--- src/rtl/core/kabf_pkg.sv ---
// Shared types, constants and a saturation function for the angle and bias Kalman filter.
package kabf_pkg;

  localparam logic [2:0] RegQAngle = 3'd0;
  localparam logic [2:0] RegQBias = 3'd1;
  localparam logic [2:0] RegRMeasure = 3'd2;
  localparam logic [2:0] RegStartAngle = 3'd3;
  localparam logic [2:0] RegStartBias = 3'd4;

  localparam logic [30:0] QAngleRst = 31'd16777;
  localparam logic [30:0] QBiasRst = 31'd50332;
  localparam logic [30:0] RMeasureRst = 31'd503316;

  typedef enum logic [4:0] {
    ST_IDLE,
    ST_RATE,
    ST_ANG_MUL,
    ST_ANG_ADD,
    ST_T,
    ST_P11_ADD,
    ST_T_HI,
    ST_P00_ADD,
    ST_Y,
    ST_DIV0,
    ST_DIV1,
    ST_K0Y,
    ST_K1Y,
    ST_K0P00,
    ST_K0P01,
    ST_K1P00,
    ST_K1P01,
    ST_OUT
  } state_e;

  function automatic logic signed [31:0] sat32(input logic signed [65:0] v);
    logic signed [31:0] r;
    if (v > 66'sd2147483647) r = 32'sh7fffffff;
    else if (v < -66'sd2147483648) r = 32'sh80000000;
    else r = v[31:0];
    return r;
  endfunction

endpackage

--- src/rtl/core/kabf_div.sv ---
// Radix-2 restoring divider: gain = sat32((p << 24) / s), s > 0, truncation to zero.
module kabf_div (
  input  logic               clk_i,
  input  logic               rst_ni,
  input  logic               start_i,
  input  logic signed [31:0] p_i,
  input  logic        [32:0] s_i,
  output logic               busy_o,
  output logic signed [31:0] q_o
);
  logic [55:0] dvd_q, dvd_d;
  logic [32:0] s_q, s_d;
  logic [33:0] rem_q, rem_d;
  logic [55:0] quo_q, quo_d;
  logic [5:0]  cnt_q, cnt_d;
  logic        neg_q, neg_d, busy_q, busy_d;
  logic [33:0] trial;
  logic [33:0] diff;
  logic signed [57:0] sq;

  always_comb begin
    dvd_d = dvd_q; s_d = s_q; rem_d = rem_q; quo_d = quo_q;
    cnt_d = cnt_q; neg_d = neg_q; busy_d = busy_q;
    trial = {rem_q[32:0], dvd_q[55]};
    diff = trial - {1'b0, s_q};
    if (start_i) begin
      dvd_d = {(p_i[31] ? 32'(-p_i) : 32'(p_i)), 24'd0};
      s_d = s_i; rem_d = '0; quo_d = '0; cnt_d = 6'd56;
      neg_d = p_i[31]; busy_d = 1'b1;
    end else if (busy_q) begin
      dvd_d = {dvd_q[54:0], 1'b0};
      if (!diff[33]) begin
        rem_d = diff; quo_d = {quo_q[54:0], 1'b1};
      end else begin
        rem_d = trial; quo_d = {quo_q[54:0], 1'b0};
      end
      cnt_d = cnt_q - 6'd1;
      if (cnt_q == 6'd1) busy_d = 1'b0;
    end
  end

  always_ff @(posedge clk_i or negedge rst_ni) begin
    if (!rst_ni) begin
      busy_q <= 1'b0; cnt_q <= '0;
    end else begin
      busy_q <= busy_d; cnt_q <= cnt_d;
    end
  end

  always_ff @(posedge clk_i) begin
    dvd_q <= dvd_d; s_q <= s_d; rem_q <= rem_d; quo_q <= quo_d; neg_q <= neg_d;
  end

  // magnitude quotient, sign restored, then clamped to 32 bits
  assign sq = neg_q ? -$signed({2'b00, quo_q}) : $signed({2'b00, quo_q});
  assign q_o = kabf_pkg::sat32(66'(sq));
  assign busy_o = busy_q;
endmodule

--- config.mk ---
export PLATFORM = sky130hd
export DESIGN_NAME = kabf_div
export DESIGN_NICKNAME = d
export VERILOG_FILES = /design/src/rtl/core/kabf_pkg.sv /design/src/rtl/core/kabf_div.sv
export SDC_FILE = /design/constraint.sdc
export NUM_CORES = 1
export LEC_CHECK = 0
export BUFFER_PORTS_ARGS = -buffer_cell sky130_fd_sc_hd__buf_2
export CORE_MARGIN = 3
export CORE_UTILIZATION = 56
export CTS_BUF_LIST = sky130_fd_sc_hd__clkbuf_4
export CTS_CLUSTER_DIAMETER = 60
export CTS_CLUSTER_SIZE = 16
export DETAILED_ROUTE_END_ITERATION = 7
export PLACE_DENSITY = 0.88
export SKIP_CTS_REPAIR_TIMING = 1
export SLEW_MARGIN = 20
export SYNTH_ARGS = -nofsm -noshare
export SYNTH_HDL_FRONTEND = slang
export SYNTH_SLANG_ARGS = --single-unit
--- constraint.sdc ---
create_clock -name clk_i -period 4 [get_ports clk_i]
set_clock_uncertainty 0.1 [all_clocks]
set_input_delay 0.2 -clock clk_i [delete_from_list [all_inputs] [get_ports clk_i]]
set_output_delay 0.2 -clock clk_i [all_outputs]
set_load 0.03 [all_outputs]
* Word level (Yosys, flattened, before mapping)
Cells that the tools add are included.
** Cells by class
- $add $sub $neg :: 4
- $mul :: 0
- Div/mod/pow operators :: 0
- Order comparisons :: 2
- Equality and inequality tests :: 1
- Shifts and indexed selects :: 0
- Muxes and demuxes :: 13
- Bitwise logic cells :: 0
- Reduce and logical (&&, ||, !) cells :: 1
** Operator list (count)
- $mux W56 :: 2
- $mux W32 :: 3
- $gt A58 B32 Y1 const B :: 1
- $lt A58 B32 Y1 const B :: 1
- $mux W58 :: 1
- $neg A56 Y58 :: 1
- $sub A34 B33 Y34 :: 1
- $mux W33 :: 1
- $neg A32 Y32 :: 1
- $mux W6 :: 2
- $eq A6 B1 Y1 const B :: 1
- $sub A6 B1 Y6 const B :: 1
- $mux W1 :: 4
- $reduce_bool A2 Y1 :: 1
** Word-level totals
- Register bits after elaboration :: 162
- Bits in latches :: 0
- Bits in writable memories :: 0
- Bits in read-only memories :: 0
- Bits of input ports :: 68
- Output and inout port bits :: 33
- Word-level logic and storage cells :: 28
- Memories kept :: 0

* Logic depth before layout (Yosys ltp)
Gate-level depths: netlist of run 1.
- Word-level depth :: 5
- Mapped depth :: 14
- Mapped depth without buffers :: 12

* Worst setup path before layout of run 1
Ideal clock, no wire load.
- Kind :: flip-flop to output port
- Start point :: reg quo_q[8]
- End point :: out q_o[0]
- Arrival time :: 3.779 ns
- Data required time :: 3.700 ns
- Setup slack :: -0.079 ns
- Stages on the path, launching flop included :: 13
- Buffers on the path :: 3
- Path through :: dfxtp_1 -> or4_1 -> buf_2 -> or4_4 -> or3_1 -> buf_6 -> o41ai_1 -> xor2_1 -> or2_2 -> nor4_1 -> a31oi_1 -> buf_4 -> o21ai_1
** Between the ends
- Cells in the longest elaborated chain, start to end :: 5
- Elaborated cells between the ends (all ways) :: 6
- Classes of those cells :: add/sub: 1; order compare: 2; mux: 3
** Ends and longest elaborated chain
- from (decl) :: RTL line kabf_div.sv:14 : logic [55:0] quo_q, quo_d;
- from (signal assigned) :: RTL line kabf_div.sv:51 : dvd_q <= dvd_d; s_q <= s_d; rem_q <= rem_d; quo_q <= quo_d; neg_q <= neg_d;
- $neg A56 Y58 :: RTL line kabf_div.sv:55 : assign sq = neg_q ? -$signed({2'b00, quo_q}) : $signed({2'b00, quo_q});
- $mux W58 * :: RTL line kabf_div.sv:55
- $lt A58 B32 Y1 :: RTL line kabf_pkg.sv:38 : else if (v < -66'sd2147483648) r = 32'sh80000000;
- $mux W32 :: RTL line kabf_pkg.sv:38
- $mux W32 * :: RTL line kabf_pkg.sv:37 : if (v > 66'sd2147483647) r = 32'sh7fffffff;
- to (decl) :: RTL line kabf_div.sv:9 : output logic signed [31:0] q_o
Every way passes the cells marked *; elsewhere a longest branch is shown, timed or not.

* Final worst setup path of run 1
- Start point :: reg quo_q[8]
- End point :: out q_o[12]
The elaborated chain is that of the path after synthesis.

==> metrics.md, run 1 <==
| Metric | Value |
|---|---|
| Area occupied by multi-input gates | `6270 µm²` |
| Relative slew margins | `28.1%` |
| FF-to-FF End | `rem_q[30]` |
| Fillers | `1301` |
| Worst-case clock buffer depth | `2` |
| Total global routing overflow | `0` |
| Asr flop ratio synth | `4.32%` |
| Final Cycle Share | `122%` |
| Cts bufs inserted | `17` |
| Gpl congestion | `0.986` |
| Syn-to-layout area delta | `24.1%` |
| DP HPWL | `17300 µm` |
| Yosys reg bits | `162` |
| Max Freq | `0.205 GHz` |
| Hold Path Sink | `dvd_q[46]` |
| Core ar. | `18100 µm²` |
| Clock root cell | `clkbuf_4` |
| Slew @ Worst Pin | `1.08 ns` |
| Reg2Reg Launch Point | `s_q[9]` |
| Hold depth | `3` |
| Layout Cells excl Fill | `1628` |
| Die width | `143 µm` |
| Mapped Cells | `1202` |
| Largest net degree at the start of global routing | `98` |
| Register Area | `3940 µm²` |
| RSZ-0062 raised after global routing | `true` |
| Critical path endpoint category | `output pin` |
| Reg-to-reg setup timing slack | `0.40 ns` |
| GRT Total Usage | `23.9%` |
| Drt via density | `6.09` |
| Clock Pin Slew Worst Setup and Hold Paths | `0.14 ns` |
| Maximum VDD drop | `262 µV` |
| Mean routed wirelength per cell | `17.7 µm` |
| Clk sinks | `162` |
| PD cells | `249 nW/µm²` |
| Post-synthesis cell type count | `72` |
| Final Worst Setup Slack | `-0.869 ns` |
| Ys flop type | `dfxtp_1` |
| Period minus WS final | `4.87 ns` |
| Final number of max-transition violations | `0` |
| First-pass GRT wire length | `40700 µm` |
| Failing checks | `hold timing, setup timing` |
| Hold WC Path Type | `in2reg` |
| Sequential area share after synthesis | `37.6%` |
| FF-to-FF path depth | `11` |
| Vias | `9909` |
| WS Path Type | `reg2out` |
| Worst EP arrival | `4.57 ns` |
| Layout cells sized above 1 | `20.3%` |
| Input/output buffers | `100` |
| MaxCap Viol Count | `0` |
| Setup-failing EPs final | `31` |
| Initial antenna violation count | `1` |
| Endpoints failing hold | `1` |
| CP Data Required Time | `3.70 ns` |
| Hold_sp | `p_i[22]` |
| Status | `finished with violations` |
| Startpoint Class | `flip-flop` |
| Critical Path Fanout Max | `6` |
| Initial Util | `57.8%` |
| Io pins | `101` |
| Hold slack | `-0.0183 ns` |
| Cell area after synthesis | `10500 µm²` |
| Die Ht | `143 µm` |
| DRT iter0 DRCs | `944` |
| Die area | `20400 µm²` |
| Worst-skew pair later-pin latency | `0.57 ns` |
| Final ANT Viol Nets | `0` |
| Site Rows | `49` |
| CTS tree | `yes` |
| WL final | `28700 µm` |
| Leak | `5.97 nW` |
| Router iterations before antenna repair | `6` |
| Post-synth EDFFs | `66` |
| Placed cell count | `1523` |
| Net Count, Synth | `1308` |
| Mean Syn Cell Area | `8.72 µm²` |
| DRC viols | `0` |
| Nets | `1491` |
| Synth warn | `0` |
| Vias in the first global route | `8581` |
| H-tree levels | `4` |
| Total power | `3.24 mW` |
## registers in the layout, summed over array words and instances, names as in the netlist
signal / flops
rem_q: 33
neg_q: 1
s_q: 33
dvd_q: 32
quo_q: 56
busy_o: 1
cnt_q: 6
## synth_stat cells, types with 9 or more instances
| master | n | area share, % |
|---|---|---|
| a21o_1 | 15 | 1.1 |
| a21oi_1 | 66 | 3.2 |
| a311oi_1 | 24 | 2.0 |
| a31oi_1 | 13 | 0.78 |
| and3_1 | 12 | 0.72 |
| clkbuf_1 | 59 | 2.1 |
| dfxtp_1 | 89 | 17 |
| edfxtp_1 | 66 | 19 |
| ha_1 | 37 | 4.4 |
| inv_1 | 57 | 2.0 |
| mux2i_1 | 62 | 5.9 |
| nand2_1 | 102 | 3.7 |
| nand2b_1 | 10 | 0.60 |
| nand3_1 | 18 | 0.86 |
| nand4_1 | 12 | 0.72 |
| nor2_1 | 152 | 5.4 |
| nor2b_1 | 9 | 0.54 |
| nor3_1 | 21 | 1.0 |
| nor4_1 | 18 | 1.1 |
| o21ai_0 | 44 | 2.1 |
| o21ai_2 | 30 | 2.5 |
| o31ai_1 | 23 | 1.6 |
| o41ai_1 | 13 | 1.1 |
| or3_1 | 18 | 1.1 |
| or4_1 | 14 | 1.0 |
| xnor2_1 | 29 | 2.4 |
| xor2_1 | 74 | 6.2 |
## layer usage
layer | global-route usage [%] | vias up | share of wire (%)
met1 | 33.1 | 4569 | 41
li1 | - | 4721 | -
met3 | 4.86 | 130 | 6.9
met5 | 0 | - | 0
met2 | 38.8 | 489 | 48
met4 | 5.95 | 0 | 3.8
## stage by stage
stage / instance area (µm²) / hold WS (ns) / TNS, ns / util (%) / worst slack [ns]
global route: 13000 / -0.0166 / -28.48 / 71.7 / -1.05
finish: 13000 / -0.0183 / -21.94 / 71.7 / -0.869
CTS: 11800 / -0.698 / -23.06 / 65.0 / -0.762
detailed placement: 11500 / -0.0628 / -2.73 / 63.5 / -0.105
global placement: 11500 / -0.0624 / -4.66 / 63.5 / -0.161
floorplan: 10500 / -0.196 / 0 / - / 0.0561
## area by class of cell
cell class / instances / share of cell area, %
Inverter: 57 / 1.65
Timing Repair Buffer: 240 / 15.4
Multi-Input combinational cell: 907 / 48.2
Clock inverter: 12 / 1.00
Antenna cell: 1 / 0.0192
Tap cell: 229 / 2.20
Sequential cell: 162 / 30.3
Clock buffer: 20 / 1.15
## cell families (layout without fill, tap and decap cells)
group | count (synthesis) | count (layout) | synth area share [%]
flip-flops | 162 | 162 | 37.6
other | 0 | 1 | 0
XOR/XNOR | 103 | 103 | 8.61
multiplexers | 63 | 63 | 6.03
AO/OA/AOI/OAI | 283 | 283 | 18.7
AND/OR/NAND/NOR | 419 | 420 | 19.2
buffers and inverters | 134 | 329 | 5.24
adder cells (fa/ha/maj) | 38 | 38 | 4.61
## cell usage in the layout (no fill, tap or decap), types with 10 or more instances in the layout
cell type,instances
o21ai_4,11
a311oi_1,24
o21ai_0,42
dfxtp_1,88
buf_4,67
inv_1,57
or3_1,17
clkbuf_4,20
o21ai_2,22
nor4_2,10
o31ai_1,22
or4_1,10
a21oi_1,66
and3_1,12
a21o_1,15
buf_6,36
nand4_1,12
a31oi_1,12
mux2i_1,62
nand2b_1,10
edfxtp_1,66
dlygate4sd3_1,64
ha_1,37
nand2_1,102
nor2_1,152
buf_2,68
xnor2_1,27
nor3_1,21
xor2_1,74
nand3_1,17
## how the worst max path moves through the flow
stage / start / to / slack [ns]
final: quo_q[8] / q_o[12] / -0.87
after global routing: quo_q[0] / q_o[12] / -1.05
after CTS: quo_q[3] / q_o[28] / -0.76
after detailed placement: quo_q[3] / q_o[28] / -0.11
after global placement: quo_q[3] / q_o[3] / -0.16
after floorplan: quo_q[8] / q_o[10] / 0.06
## worst max-delay path: stages (launching register included)
cell,delay (ns)
dfxtp_2,0.34
or4_4,0.52
or4_4,0.57
buf_4,0.18
nor4_4,0.36
nand3_1,0.20
o21ai_0,0.23
nand3_1,0.16
a2111oi_2,0.39
buf_4,0.18
a31oi_4,0.20
clkbuf_16,0.24
o21ai_2,0.24
buf_6,0.19
## power by group
group | internal [mW] | switching (mW)
clock | 0.394 | 0.602
sequential | 1.80 | 0.0351
combinational | 0.184 | 0.224
total | 2.38 | 0.861
Note: power is estimated with default switching activity, not from simulation.
==> inputs of run 2 (changes only) <==
- BUFFER_PORTS_ARGS: -buffer_cell sky130_fd_sc_hd__buf_2 -> -buffer_cell sky130_fd_sc_hd__buf_4
- SKIP_CTS_REPAIR_TIMING: 1 -> unset
==> metrics.md, run 2 (same netlist as run 1, synthesis figures left out) <==
| Metric | Value |
|---|---|
| Router iterations before antenna repair | `6` |
| Initial Util | `57.8%` |
| Period minus WS final | `4.62 ns` |
| Cells along the critical path | `or4_4, or4_4, or3_4, or4_4, nand3_1, nand4_1, nor4_2, buf_4, a31oi_4, buf_12, o21ai_2, buf_6` |
| PD cells | `251 nW/µm²` |
| CTS tree | `yes` |
| Worst-case clock buffer depth | `2` |
| Core ar. | `18100 µm²` |
| Die area | `20400 µm²` |
| RSZ-0062 raised after global routing | `true` |
| Die Ht | `143 µm` |
| CP Data Required Time | `3.70 ns` |
| First-pass GRT wire length | `44900 µm` |
| Place WS | `-0.143 ns` |
| Crit-path slowest cell | `or4_4` |
| Site Rows | `49` |
| Startpoint Class | `flip-flop` |
| Max reg flops | `56` |
| Dpl cell area | `11700 µm²` |
| Most flops, register | `quo_q` |
| Clock root cell | `clkbuf_4` |
| DRC viols | `0` |
| Hold_sp | `s_i[17]` |
| Maximum VDD drop | `196 µV` |
| Critical Path Start | `quo_q[3]` |
| Total global routing overflow | `0` |
| Final number of max-transition violations | `0` |
| Largest registers | `quo_q x56, rem_q x33, s_q x33` |
| Die width | `143 µm` |
| Hold WC Path Type | `in2reg` |
| Cts bufs inserted | `17` |
| Layout cells sized above 1 | `18.7%` |
| Largest net degree at the start of global routing | `98` |
| Gpl congestion | `1.09` |
| Final Worst Setup Slack | `-0.616 ns` |
| Final Cell Area | `13000 µm²` |
| Vias | `9619` |
| Input/output buffers | `100` |
| Drt via density | `5.95` |
| Final Cycle Share | `115%` |
| WL final | `27100 µm` |
| DP HPWL | `17400 µm` |
| Endpoints failing hold | `0` |
| Critical path endpoint category | `output pin` |
| Vias in the first global route | `9256` |
| Failing checks | `setup timing` |
| Setup-failing EPs final | `31` |
| H-tree levels | `4` |
| Initial antenna violation count | `1` |
| Max Freq | `0.217 GHz` |
| Worst-skew pair later-pin latency | `0.56 ns` |
| DRT iter0 DRCs | `1047` |
| WS Path Type | `reg2out` |
| Total power | `3.26 mW` |
| Nets | `1478` |
| Reg2Reg Launch Point | `s_q[9]` |
| Final ANT Viol Nets | `0` |
| Relative slew margins | `38.9%` |
| Critical Path Fanout Max | `23` |
| Most repeated library cell on the critical path | `or4_4` |
| Syn-to-layout area delta | `23.7%` |
| Leak | `5.93 nW` |
| Clk sinks | `162` |
| Most frequent cells in the layout | `nor2_1 (152), buf_4 (121), nand2_1 (102)` |
| GRT Total Usage | `26.5%` |
| Slew @ Worst Pin | `0.917 ns` |
| CP peak stage delay | `0.55 ns` |
| Status | `finished with violations` |
| MaxCap Viol Count | `0` |
| Mean routed wirelength per cell | `16.8 µm` |
| Clock Pin Slew Worst Setup and Hold Paths | `0.14 ns` |
| Io pins | `101` |
| Worst EP arrival | `4.32 ns` |
| Commonest non-fill, non-tap cell in the layout | `nor2_1` |
==> run 2: cell count changes in the layout (fill, tap and decap cells not counted), moves of 3 or more <==
cell,change
buf_2,-68
buf_4,+54
buf_6,-3
clkbuf_16,-3
clkinv_4,+3
dlygate4sd3_1,+5
nor3_1,-3
nor3_2,+3
nor4_1,+5
nor4_2,-5
o21ai_2,+9
o21ai_4,-10
==> run 2: critical path, delay by kind of cell (launching register included) <==
kind | cells | cell delay [ns]
simple gates | 7 | 2.52
compound gates | 2 | 0.34
buf+inv | 3 | 0.53
flops | 1 | 0.35
==> run 2: metrics by stage <==
stage / hold WS [ns] / TNS [ns] / util, % / std cells
finish: 0.249 / -16.40 / 71.5 / 1616
global route: 0.220 / -21.72 / 71.5 / 1615
CTS: 0.211 / -16.60 / 71.1 / 1614
detailed placement: -0.0808 / -4.14 / 64.5 / 1512
global placement: -0.0846 / -2.25 / 64.5 / 1512
floorplan: -0.196 / 0 / - / 1202
==> run 2: power breakdown <==
part | switching [mW] | internal (mW)
Clock | 0.608 | 0.385
Combinational | 0.224 | 0.206
Sequential | 0.0329 | 1.80
==> run 2: final cells by class <==
class                      instances  area (µm²)
antenna                            2        5.00
clock inverter                    13         136
tap                              229         287
fill                            1307        5180
multi-input combinational        906        6170
clock buffer                      19         143
inverter                          57         214
sequential                       162        3950
timing repair buffer             228        2070
==> run 2: metal layers <==
| layer | GRT usage, % | routed length [µm] | up-vias |
|---|---|---|---|
| li1 | - | - | 4681 |
| met3 | 4.19 | 1630 | 65 |
| met1 | 35.4 | 11600 | 4518 |
| met4 | 8.25 | 628 | 0 |
| met5 | 0 | 0 | - |
| met2 | 44.3 | 13200 | 355 |
==> run 2: worst paths after layout <==
| check | slack [ns] | cells after the start | endpoint |
|---|---|---|---|
| hold reg to reg | 0.41 | 2 | rem_q[12] |
| setup reg to reg | 0.35 | 11 | rem_q[30] |
| setup / recovery | -0.62 | 12 | q_o[14] |
| max in group asynchronous | 3.02 | 3 | busy_o |
| hold / removal | 0.25 | 2 | s_q[17] |
| min in group asynchronous | 0.51 | 3 | cnt_q[0] |
==> run 2: timing repair <==
action	in CTS	in global routing
endpoints found under the setup margin	31	31
hold endpoints to repair	103	0
hold buffers	69	0
pin swaps	5	1
setup buffers	0	0
gates resized for setup	49	13
gates cloned	1	0
